--- src/utf8_hungarian_to_ascii_top_defines.svh ---
// ----------------------------------------------------------------------------
// utf8_hungarian_to_ascii_top_defines.svh
// Assertion macros shared by the transliterator modules
// ----------------------------------------------------------------------------
`ifndef UTF8_HUNGARIAN_TO_ASCII_TOP_DEFINES_SVH
`define UTF8_HUNGARIAN_TO_ASCII_TOP_DEFINES_SVH

// condition that must hold at every clock edge out of reset
`define U2A_ASSERT_ALWAYS(lbl, cond, msg) \
  lbl: assert property (@(posedge clk) disable iff (!rst_n) (cond)) else $error(msg);

// antecedent implies consequent in the same cycle
`define U2A_ASSERT_IMPLIES(lbl, ante, cons, msg) \
  lbl: assert property (@(posedge clk) disable iff (!rst_n) (ante) |-> (cons)) \
    else $error(msg);

// antecedent implies consequent in the next cycle
`define U2A_ASSERT_NEXT(lbl, ante, cons, msg) \
  lbl: assert property (@(posedge clk) disable iff (!rst_n) (ante) |=> (cons)) \
    else $error(msg);

`endif

--- src/u2a_pkg.sv ---
// ----------------------------------------------------------------------------
// u2a_pkg
// Types, codes and lookup tables of the UTF-8 to ASCII transliterator
// ----------------------------------------------------------------------------
package u2a_pkg;

  localparam int PAIR_COUNT = 26;
  localparam int TEXT_LEN   = 4;

  // error codes carried on the result channel
  localparam logic [1:0] ERR_OK       = 2'd0;
  localparam logic [1:0] ERR_BAD_EURO = 2'd1;
  localparam logic [1:0] ERR_UNKNOWN  = 2'd2;
  localparam logic [1:0] ERR_TRUNC    = 2'd3;

  // special byte values
  localparam logic [7:0] BYTE_EURO_LEAD = 8'hE2;
  localparam logic [7:0] BYTE_EURO_MID  = 8'h82;
  localparam logic [7:0] BYTE_EURO_TAIL = 8'hAC;
  localparam logic [7:0] BYTE_DOLLAR    = 8'h24;
  localparam logic [7:0] BYTE_NUL       = 8'h00;

  // command kinds passed from front to back
  typedef enum logic [1:0] {
    CMD_CHAR = 2'd0,
    CMD_USD  = 2'd1,
    CMD_EUR  = 2'd2,
    CMD_ERR  = 2'd3
  } cmd_kind_t;

  typedef struct packed {
    cmd_kind_t  kind;
    logic [6:0] ch;
    logic       done;
    logic [1:0] err;
  } cmd_t;

  // front decoder state
  typedef enum logic [2:0] {
    P_IDLE = 3'b001,
    P_LEAD = 3'b010,
    P_EURO = 3'b100
  } pend_t;

  typedef struct packed {
    logic       hit;
    logic [6:0] letter;
  } pair_hit_t;

  localparam logic [7:0] PAIR_LEAD [PAIR_COUNT] = '{
    8'hC3, 8'hC3, 8'hC3, 8'hC3, 8'hC3, 8'hC5, 8'hC3, 8'hC3, 8'hC5, 8'hC3,
    8'hC3, 8'hC3, 8'hC3, 8'hC3, 8'hC5, 8'hC3, 8'hC3, 8'hC5, 8'hC5, 8'hC5,
    8'hC2, 8'hC4, 8'hC4, 8'hC5, 8'hC5, 8'hC5};

  localparam logic [7:0] PAIR_TAIL [PAIR_COUNT] = '{
    8'hA1, 8'hA9, 8'hAD, 8'hB3, 8'hB6, 8'h91, 8'hBA, 8'hBC, 8'hB1, 8'h81,
    8'h89, 8'h8D, 8'h93, 8'h96, 8'h90, 8'h9A, 8'h9C, 8'hB0, 8'hBB, 8'hBC,
    8'hB7, 8'h9F, 8'hB0, 8'h9F, 8'h9E, 8'h9B};

  localparam logic [6:0] PAIR_LETTER [PAIR_COUNT] = '{
    7'h61, 7'h65, 7'h69, 7'h6F, 7'h6F, 7'h6F, 7'h75, 7'h75, 7'h75, 7'h41,
    7'h45, 7'h49, 7'h4F, 7'h4F, 7'h4F, 7'h55, 7'h55, 7'h55, 7'h5A, 7'h7A,
    7'h7E, 7'h67, 7'h49, 7'h73, 7'h53, 7'h73};

  // two-byte pair lookup, first match wins
  function automatic pair_hit_t pair_lookup(input logic [7:0] lead,
                                            input logic [7:0] tail);
    pair_hit_t res;
    res = '0;
    for (int j = PAIR_COUNT - 1; j >= 0; j--) begin
      if (PAIR_LEAD[j] == lead && PAIR_TAIL[j] == tail) begin
        res.hit    = 1'b1;
        res.letter = PAIR_LETTER[j];
      end
    end
    return res;
  endfunction

  // characters of the four-character expansions
  function automatic logic [6:0] text_char(input cmd_kind_t kind,
                                           input logic [1:0] idx);
    logic [6:0] c;
    c = 7'h20;
    if (kind == CMD_USD) begin
      case (idx)
        2'd0:    c = 7'h55;
        2'd1:    c = 7'h53;
        2'd2:    c = 7'h44;
        default: c = 7'h20;
      endcase
    end else begin
      case (idx)
        2'd0:    c = 7'h45;
        2'd1:    c = 7'h55;
        2'd2:    c = 7'h52;
        default: c = 7'h20;
      endcase
    end
    return c;
  endfunction

endpackage

--- src/u2a_front.sv ---
// ----------------------------------------------------------------------------
// u2a_front
// Byte classifier: tracks multi-byte sequences and issues one command per
// byte that causes output
// ----------------------------------------------------------------------------
`include "utf8_hungarian_to_ascii_top_defines.svh"

module u2a_front import u2a_pkg::*; (
  input  logic       clk,
  input  logic       rst_n,
  input  logic       in_valid,
  output logic       in_stall,
  input  logic [7:0] in_text_byte,
  input  logic       in_text_end,
  input  logic       q_full,
  output logic       push,
  output cmd_t       push_cmd
);

  pend_t      pend_r, pend_nxt;
  logic [7:0] lead_r, lead_nxt;
  logic       disc_r, disc_nxt;
  logic       acc;
  logic       gen;
  logic       err_hit;
  logic [1:0] err_code;
  pair_hit_t  pair;

  assign in_stall = q_full;
  assign acc      = in_valid && !q_full;
  assign pair     = pair_lookup(lead_r, in_text_byte);

  // classify the incoming byte against the held sequence
  always_comb begin
    pend_nxt      = pend_r;
    lead_nxt      = lead_r;
    disc_nxt      = disc_r;
    gen           = 1'b0;
    err_hit       = 1'b0;
    err_code      = ERR_OK;
    push_cmd.kind = CMD_CHAR;
    push_cmd.ch   = 7'd0;
    push_cmd.done = in_text_end;
    push_cmd.err  = ERR_OK;
    if (disc_r) begin
      if (in_text_end) begin
        disc_nxt = 1'b0;
      end
    end else begin
      case (pend_r)
        P_EURO: begin
          pend_nxt = P_IDLE;
          lead_nxt = 8'd0;
          if (in_text_byte == BYTE_EURO_TAIL) begin
            gen           = 1'b1;
            push_cmd.kind = CMD_EUR;
          end else begin
            err_hit  = 1'b1;
            err_code = ERR_BAD_EURO;
          end
        end
        P_LEAD: begin
          if (lead_r == BYTE_EURO_LEAD && in_text_byte == BYTE_EURO_MID) begin
            if (in_text_end) begin
              err_hit  = 1'b1;
              err_code = ERR_TRUNC;
            end else begin
              pend_nxt = P_EURO;
            end
          end else if (pair.hit) begin
            pend_nxt      = P_IDLE;
            lead_nxt      = 8'd0;
            gen           = 1'b1;
            push_cmd.kind = CMD_CHAR;
            push_cmd.ch   = pair.letter;
          end else begin
            err_hit  = 1'b1;
            err_code = ERR_UNKNOWN;
          end
        end
        P_IDLE: begin
          if (in_text_byte[7]) begin
            if (in_text_end) begin
              err_hit  = 1'b1;
              err_code = ERR_TRUNC;
            end else begin
              pend_nxt = P_LEAD;
              lead_nxt = in_text_byte;
            end
          end else if (in_text_byte == BYTE_DOLLAR) begin
            gen           = 1'b1;
            push_cmd.kind = CMD_USD;
          end else if (in_text_byte != BYTE_NUL) begin
            gen           = 1'b1;
            push_cmd.kind = CMD_CHAR;
            push_cmd.ch   = in_text_byte[6:0];
          end
        end
        default: begin
          pend_nxt = P_IDLE;
          lead_nxt = 8'd0;
        end
      endcase
      // error: report once, then skip to end of text
      if (err_hit) begin
        pend_nxt      = P_IDLE;
        lead_nxt      = 8'd0;
        disc_nxt      = !in_text_end;
        gen           = 1'b1;
        push_cmd.kind = CMD_ERR;
        push_cmd.ch   = 7'd0;
        push_cmd.err  = err_code;
      end
    end
  end

  assign push = acc && gen;

  // sequence state
  always_ff @(posedge clk) begin
    if (!rst_n) begin
      pend_r <= P_IDLE;
      lead_r <= 8'd0;
      disc_r <= 1'b0;
    end else if (acc) begin
      pend_r <= pend_nxt;
      lead_r <= lead_nxt;
      disc_r <= disc_nxt;
    end
  end

  // checks
  `U2A_ASSERT_IMPLIES(a_disc_idle, disc_r, pend_r == P_IDLE, "discarding with held bytes")
  `U2A_ASSERT_IMPLIES(a_lead_high, pend_r == P_LEAD, lead_r[7], "held lead byte is not high")
  `U2A_ASSERT_IMPLIES(a_push_room, push, !q_full, "command issued into full queue")
  `U2A_ASSERT_NEXT(a_err_skip, push && push_cmd.kind == CMD_ERR && !push_cmd.done,
    disc_r, "error did not start discarding")

endmodule

--- src/u2a_queue.sv ---
// ----------------------------------------------------------------------------
// u2a_queue
// Small command queue between classifier and expander
// ----------------------------------------------------------------------------
module u2a_queue import u2a_pkg::*; #(
  parameter int DEPTH = 4
) (
  input  logic clk,
  input  logic rst_n,
  input  logic push,
  input  cmd_t push_cmd,
  input  logic pop,
  output logic full,
  output logic empty,
  output cmd_t head
);

  localparam int PW = (DEPTH > 1) ? $clog2(DEPTH) : 1;
  localparam int CW = $clog2(DEPTH + 1);

  cmd_t          mem [DEPTH];
  logic [PW-1:0] wr_ptr_r, rd_ptr_r;
  logic [CW-1:0] count_r;

  assign full  = (count_r == CW'(DEPTH));
  assign empty = (count_r == '0);
  assign head  = mem[rd_ptr_r];

  // storage
  always_ff @(posedge clk) begin
    if (push) begin
      mem[wr_ptr_r] <= push_cmd;
    end
  end

  // pointers and fill count
  always_ff @(posedge clk) begin
    if (!rst_n) begin
      wr_ptr_r <= '0;
      rd_ptr_r <= '0;
      count_r  <= '0;
    end else begin
      if (push) begin
        wr_ptr_r <= (wr_ptr_r == PW'(DEPTH - 1)) ? '0 : wr_ptr_r + PW'(1);
      end
      if (pop) begin
        rd_ptr_r <= (rd_ptr_r == PW'(DEPTH - 1)) ? '0 : rd_ptr_r + PW'(1);
      end
      if (push && !pop) begin
        count_r <= count_r + CW'(1);
      end else if (pop && !push) begin
        count_r <= count_r - CW'(1);
      end
    end
  end

endmodule

--- src/u2a_back.sv ---
// ----------------------------------------------------------------------------
// u2a_back
// Expander: turns queued commands into result requests, one per cycle while
// the receiver does not stall, through a registered output stage
// ----------------------------------------------------------------------------
`include "utf8_hungarian_to_ascii_top_defines.svh"

module u2a_back import u2a_pkg::*; (
  input  logic       clk,
  input  logic       rst_n,
  input  logic       q_empty,
  input  cmd_t       head,
  output logic       pop,
  output logic       out_valid,
  input  logic       out_stall,
  output logic [6:0] out_char,
  output logic       out_char_valid,
  output logic       out_run_last,
  output logic       out_text_done,
  output logic [1:0] out_error_code
);

  logic       out_valid_r;
  logic [6:0] char_r, char_nxt;
  logic       cval_r, cval_nxt;
  logic       last_r, last_nxt;
  logic       done_r;
  logic [1:0] err_r;
  logic [1:0] idx_r;
  logic       load;
  logic       expand;

  assign load   = !out_valid_r || !out_stall;
  assign expand = (head.kind == CMD_USD) || (head.kind == CMD_EUR);
  assign pop    = load && !q_empty && last_nxt;

  // build the result for the current sub-index of the head command
  always_comb begin
    case (head.kind)
      CMD_USD, CMD_EUR: begin
        char_nxt = text_char(head.kind, idx_r);
        cval_nxt = 1'b1;
        last_nxt = (idx_r == 2'(TEXT_LEN - 1));
      end
      CMD_ERR: begin
        char_nxt = 7'd0;
        cval_nxt = 1'b0;
        last_nxt = 1'b1;
      end
      default: begin
        char_nxt = head.ch;
        cval_nxt = 1'b1;
        last_nxt = 1'b1;
      end
    endcase
  end

  // output register and sub-index counter
  always_ff @(posedge clk) begin
    if (!rst_n) begin
      out_valid_r <= 1'b0;
      idx_r       <= 2'd0;
    end else if (load) begin
      out_valid_r <= !q_empty;
      if (!q_empty) begin
        idx_r <= last_nxt ? 2'd0 : idx_r + 2'd1;
      end
    end
  end

  always_ff @(posedge clk) begin
    if (load && !q_empty) begin
      char_r <= char_nxt;
      cval_r <= cval_nxt;
      last_r <= last_nxt;
      done_r <= head.done;
      err_r  <= head.err;
    end
  end

  assign out_valid      = out_valid_r;
  assign out_char       = char_r;
  assign out_char_valid = cval_r;
  assign out_run_last   = last_r;
  assign out_text_done  = done_r;
  assign out_error_code = err_r;

  // checks
  `U2A_ASSERT_IMPLIES(a_err_shape, out_valid_r && err_r != ERR_OK,
    !cval_r && last_r, "error result carries a character")
  `U2A_ASSERT_IMPLIES(a_char_ok, out_valid_r && cval_r, err_r == ERR_OK,
    "character result flagged as error")
  `U2A_ASSERT_IMPLIES(a_idx_expand, idx_r != 2'd0, !q_empty && expand,
    "sub-index set without an expansion at head")
  `U2A_ASSERT_NEXT(a_mid_not_last, out_valid_r && !out_stall && !last_r,
    out_valid_r, "expansion broken off before its last character")

endmodule

--- src/utf8_hungarian_to_ascii_top.sv ---
// ----------------------------------------------------------------------------
// utf8_hungarian_to_ascii_top
// UTF-8 to ASCII transliterator for Hungarian text with euro/dollar signs
// ----------------------------------------------------------------------------
// Usage:
//   Input channel (in_valid/in_stall) takes one text byte per request, with
//   in_text_end marking the last byte of a text. Output channel
//   (out_valid/out_stall) delivers result requests: a character or an
//   error code, with run_last on the last result of a byte and text_done
//   copied from that byte's end flag.
//   An accepted byte's command is written into the command queue, and its
//   first result is then loaded from the queue head into the output register.
//   Throughput: while the queue is not full, one byte per cycle for bytes
//   giving zero or one result; '$' and the euro sign occupy the expander for
//   four results each, and the command queue (QUEUE_DEPTH entries) absorbs
//   those bursts before in_stall rises.
//   Reset (rst_n low, synchronous) clears the held sequence, the discard
//   flag, the queue and the output register.
//   When the receiver stalls, the output register holds its result, the
//   queue fills, and in_stall rises once the queue is full.
// ----------------------------------------------------------------------------
module utf8_hungarian_to_ascii_top import u2a_pkg::*; #(
  parameter int QUEUE_DEPTH = 4
) (
  input  logic       clk,
  input  logic       rst_n,
  input  logic       in_valid,
  output logic       in_stall,
  input  logic [7:0] in_text_byte,
  input  logic       in_text_end,
  output logic       out_valid,
  input  logic       out_stall,
  output logic [6:0] out_char,
  output logic       out_char_valid,
  output logic       out_run_last,
  output logic       out_text_done,
  output logic [1:0] out_error_code
);

  logic q_full, q_empty, push, pop;
  cmd_t push_cmd, head;

  // classifier
  u2a_front u_front (
    .clk          (clk),
    .rst_n        (rst_n),
    .in_valid     (in_valid),
    .in_stall     (in_stall),
    .in_text_byte (in_text_byte),
    .in_text_end  (in_text_end),
    .q_full       (q_full),
    .push         (push),
    .push_cmd     (push_cmd)
  );

  // command queue
  u2a_queue #(
    .DEPTH (QUEUE_DEPTH)
  ) u_queue (
    .clk      (clk),
    .rst_n    (rst_n),
    .push     (push),
    .push_cmd (push_cmd),
    .pop      (pop),
    .full     (q_full),
    .empty    (q_empty),
    .head     (head)
  );

  // expander
  u2a_back u_back (
    .clk            (clk),
    .rst_n          (rst_n),
    .q_empty        (q_empty),
    .head           (head),
    .pop            (pop),
    .out_valid      (out_valid),
    .out_stall      (out_stall),
    .out_char       (out_char),
    .out_char_valid (out_char_valid),
    .out_run_last   (out_run_last),
    .out_text_done  (out_text_done),
    .out_error_code (out_error_code)
  );

endmodule
--- config.mk ---
export PLATFORM = sky130hd
export DESIGN_NAME = utf8_hungarian_to_ascii_top
export DESIGN_NICKNAME = d
export VERILOG_FILES = /design/src/u2a_pkg.sv /design/src/u2a_front.sv /design/src/u2a_queue.sv /design/src/u2a_back.sv /design/src/utf8_hungarian_to_ascii_top.sv
export VERILOG_INCLUDE_DIRS = /design/src /design/src/src
export SDC_FILE = /design/constraint.sdc
export NUM_CORES = 1
export LEC_CHECK = 0
export ABC_CLOCK_PERIOD_IN_PS = 3440
export BUFFER_PORTS_ARGS = -buffer_cell sky130_fd_sc_hd__buf_2
export CAP_MARGIN = 10
export CORE_MARGIN = 5
export CORE_UTILIZATION = 40
export DETAILED_ROUTE_END_ITERATION = 6
export PLACE_DENSITY = 0.57
export SLEW_MARGIN = 15
export SYNTH_ARGS = -nofsm -noshare
export SYNTH_HDL_FRONTEND = slang
export SYNTH_HIERARCHICAL = 1
export SYNTH_SLANG_ARGS = --single-unit
--- constraint.sdc ---
create_clock -name clk -period 3.44 [get_ports clk]
set_input_delay 0.172 -clock clk [delete_from_list [all_inputs] [get_ports clk]]
set_output_delay 0.172 -clock clk [all_outputs]
set_load 0.01 [all_outputs]
==> results.md <==
* H-tree depth at 3
* DR WL/cell at 17.9 um
* Layout Area Growth over Synthesis at 11.1%
* Sequential area share after synthesis at 0.509
* Final setup vio count at 0
* Startpoint types: register
* Most frequent cell on the critical path: nand2_1
* DR iter-0 viols at 135
* Vias per cell at 5.71
* Ys async rst share at 0
* P_leak at 1.81 nW
* Footprint of the multi-input gates at 2000 um2
* Antenna violations before repair at 0
* Cell variety after synth at 75
* Placer Congestion at 0.888
* Die area at 13400 um2
* Cell Area, Synth at 4480 um2
* Clk root buf: clkbuf_8
* Final hold slack at 0.0857 ns
* Setup TNS Final at 0 ns
* Core Rows at 38
* Final WL at 9.69 mm
* Detailed placement HPWL at 6.99 mm
* Largest net degree at the start of global routing at 22
* Via Count at 3093
* Port buffer count at 26
* Mean Syn Cell Area at 12.3 um2
* Synth warn at 6
* Peak VDD IR at 293 uV
* Clock Path Buffers at 2
* Number of synthesized flops with an enable pin at 60
* Gr ovfl total at 0
* Chip width at 116 um
* Worst-Skew Late Latency at 0.35 ns
* Outcome: completed
* Worst-path clk slew at 0.09 ns
* GRT Total Usage at 0.152
* Top cell family by delay on the critical path: compound AO/OA/AOI/OAI gates
* Most area-consuming cells after synthesis: edfxtp_1 (40%), dfxtp_1 (11%), mux4_2 (5.0%), ha_1 (3.9%), nand2_1 (2.2%)
* Antenna Cells at 0
* # DRC at 0
* Hold/Removal Path Class: in -> reg
* Clk sinks at 84
* Largest stage delay, worst path at 0.41 ns
* Share of layout cells above drive strength 1 at 0.216
* Die height at 116 um
* Worst path slowest cell: dfxtp_2
* Min Tclk post-route at 3.23 ns
* Area leader, netlist: edfxtp_1
* Worst EP arrival at 3.50 ns
* Worst EP required at 3.71 ns
* Vias in the first global route at 3109
* Max Cap Violations at 0
* # nets final at 425
* Crit-path cells: nor4bb_1 -> buf_4 -> nand2_1 -> o311a_1 -> nand2_1 -> o21ai_1 -> a31oi_1 -> ha_1 -> inv_1 -> fa_1 -> xor2_1 -> or3_1 -> a21boi_0
* Slew @ Worst Pin at 0.666 ns
* Post-synth top flop: edfxtp_1
* Layout Skew at 0.0124 ns
* DRT Pass-1 Iters at 4
* First-pass GRT wire length at 16.0 mm
* Storage cell area at 2280 um2
* CTS buffer count at 9
* RSZ-0062 raised after global routing: no
* # IOs at 27
* Crit. End Element: register
* Class of the most critical setup path: reg -> reg
* Fmax at 0.309 GHz
* Bufs and invs on worst path at 2
* Crit path max fanout at 10
* Rel. slew slack at 0.556
* Yosys reg bits at 84
* Synth top area share at 0.402
* CTS tree: yes
* Initial Util at 0.412
* Hold Vio Cnt, Final at 0
* Routed Antenna Nets at 0
* Fill cell count at 1020
* Slew Limit Fails at 0
* Syn Nets at 393
* Pwr Density at 624 nW/um2
* Tcrit/Tclk final at 0.940
* Overall Power at 0.00311 W
* Setup bufs post-CTS at 0
* Mapped Cells at 365
* Total core area at 10900 um2
[final timing paths]
kind | start | to | slack (ns) | depth (start not counted)
max | u_front/lead_r[2]$_SDFFE_PN0P_ | u_queue/count_r[2]$_SDFFE_PN0P_ | 0.21 | 13
min | out_stall | u_back/out_valid$_SDFFE_PN0N_ | 0.09 | 3
max reg2reg | u_front/lead_r[2]$_SDFFE_PN0P_ | u_queue/count_r[2]$_SDFFE_PN0P_ | 0.21 | 13
min reg2reg | u_back/out_valid$_SDFFE_PN0N_ | u_back/out_valid$_SDFFE_PN0N_ | 0.49 | 2
[placed cells by master (no fill, tap or decap), types with 5 or more instances in the layout]
| cell | synthesis | routed |
|---|---|---|
| edfxtp_1 | 60 | 60 |
| o21ai_0 | 9 | 9 |
| mux2i_1 | 8 | 8 |
| o21a_1 | 5 | 5 |
| a21oi_1 | 13 | 13 |
| nor2_1 | 12 | 12 |
| nor2b_1 | 14 | 14 |
| nor4bb_1 | 6 | 6 |
| inv_1 | 16 | 16 |
| ha_1 | 14 | 14 |
| nand4_1 | 10 | 10 |
| buf_4 | 3 | 17 |
| nand3_1 | 9 | 9 |
| buf_2 | 9 | 26 |
| dfxtp_1 | 24 | 22 |
| a21o_1 | 5 | 5 |
| clkbuf_8 | 0 | 9 |
| nand2_1 | 26 | 26 |
| mux4_2 | 10 | 10 |
| a22o_1 | 7 | 7 |
| and2_1 | 6 | 6 |
| nor3_1 | 6 | 6 |
[layout make-up]
cell class | count | share of cell area
sequential | 84 | 0.459
multi-input combinational | 243 | 0.402
timing repair buffer | 43 | 0.0518
tap | 140 | 0.0352
clock buffer | 10 | 0.0256
clock inverter | 6 | 0.0143
inverter | 16 | 0.0121
[through the flow]
| step | cells | area (um2) | util | setup WS [ns] |
|---|---|---|---|---|
| 2_1_floorplan | 365 | 4480 | - | 0.196 |
| 3_3_place_gp | 526 | 4780 | 0.439 | 0.243 |
| 3_5_place_dp | 526 | 4780 | 0.439 | 0.119 |
| 4_1_cts | 542 | 4980 | 0.457 | 0.0999 |
| 5_1_grt | 542 | 4980 | 0.457 | 0.0154 |
| 6_report | 542 | 4980 | 0.457 | 0.206 |
[worst register-to-register path, delay by kind of cell, from the launching register on]
family,cells,cell delay [ns]
AOI/OAI and AO/OA,4,0.91
and+or+nand+nor,4,0.82
adders and majority gates,2,0.61
DFF,1,0.41
buffers and inverters,2,0.26
xor gates and xnor gates,1,0.16
[cells by family (layout without fill, tap and decap cells)]
| kind of cell | after synthesis | in the layout | synth area share |
|---|---|---|---|
| simple gates | 126 | 126 | 0.182 |
| flops | 84 | 84 | 0.509 |
| compound gates | 76 | 76 | 0.129 |
| buf+inv | 38 | 75 | 0.0436 |
| mux | 21 | 21 | 0.0824 |
| fa+ha+maj | 16 | 16 | 0.0458 |
| xor+xnor | 4 | 4 | 0.00782 |
[registers in the layout (all words and copies together), names as in the netlist, 2 cells and up, named ones only]
name / cells
u_queue/wr_ptr_r: 2
u_back/idx_r: 2
u_queue/mem: 48
u_queue/count_r: 3
u_front/pend_r: 3
u_front/lead_r: 8
u_queue/rd_ptr_r: 2
u_back/out_error_code: 2
u_back/out_char: 7
[power breakdown]
group / switching [W] / internal [W]
Sequential: 0.0000911 / 0.00133
Clock: 0.000363 / 0.000345
Combinational: 0.000557 / 0.000423
[what timing repair did]
action / CTS / global route
hold buffers: 0 / 0
resized for setup: 0 / 2
endpoints found under the setup margin: 0 / 1
hold endpoints to repair: 0 / 0
[Yosys cell counts, drive strengths merged (8+ instances only)]
library cell  instances
edfxtp               60
nand2                26
dfxtp                24
buf                  17
inv                  16
a21oi                14
ha                   14
nor2b                14
o21ai                13
mux4                 12
nor2                 12
nand4                10
nand3                 9
mux2i                 8
[per-layer routing]
layer / global-route usage / vias up / part of all wire
met2: 0.265 / 78 / 0.50
met4: 0.0387 / 0 / 0.015
met1: 0.191 / 1534 / 0.44
met5: 0 / - / 0
li1: - / 1466 / -
met3: 0.0350 / 15 / 0.044
Note: power is estimated with default switching activity, not from simulation.
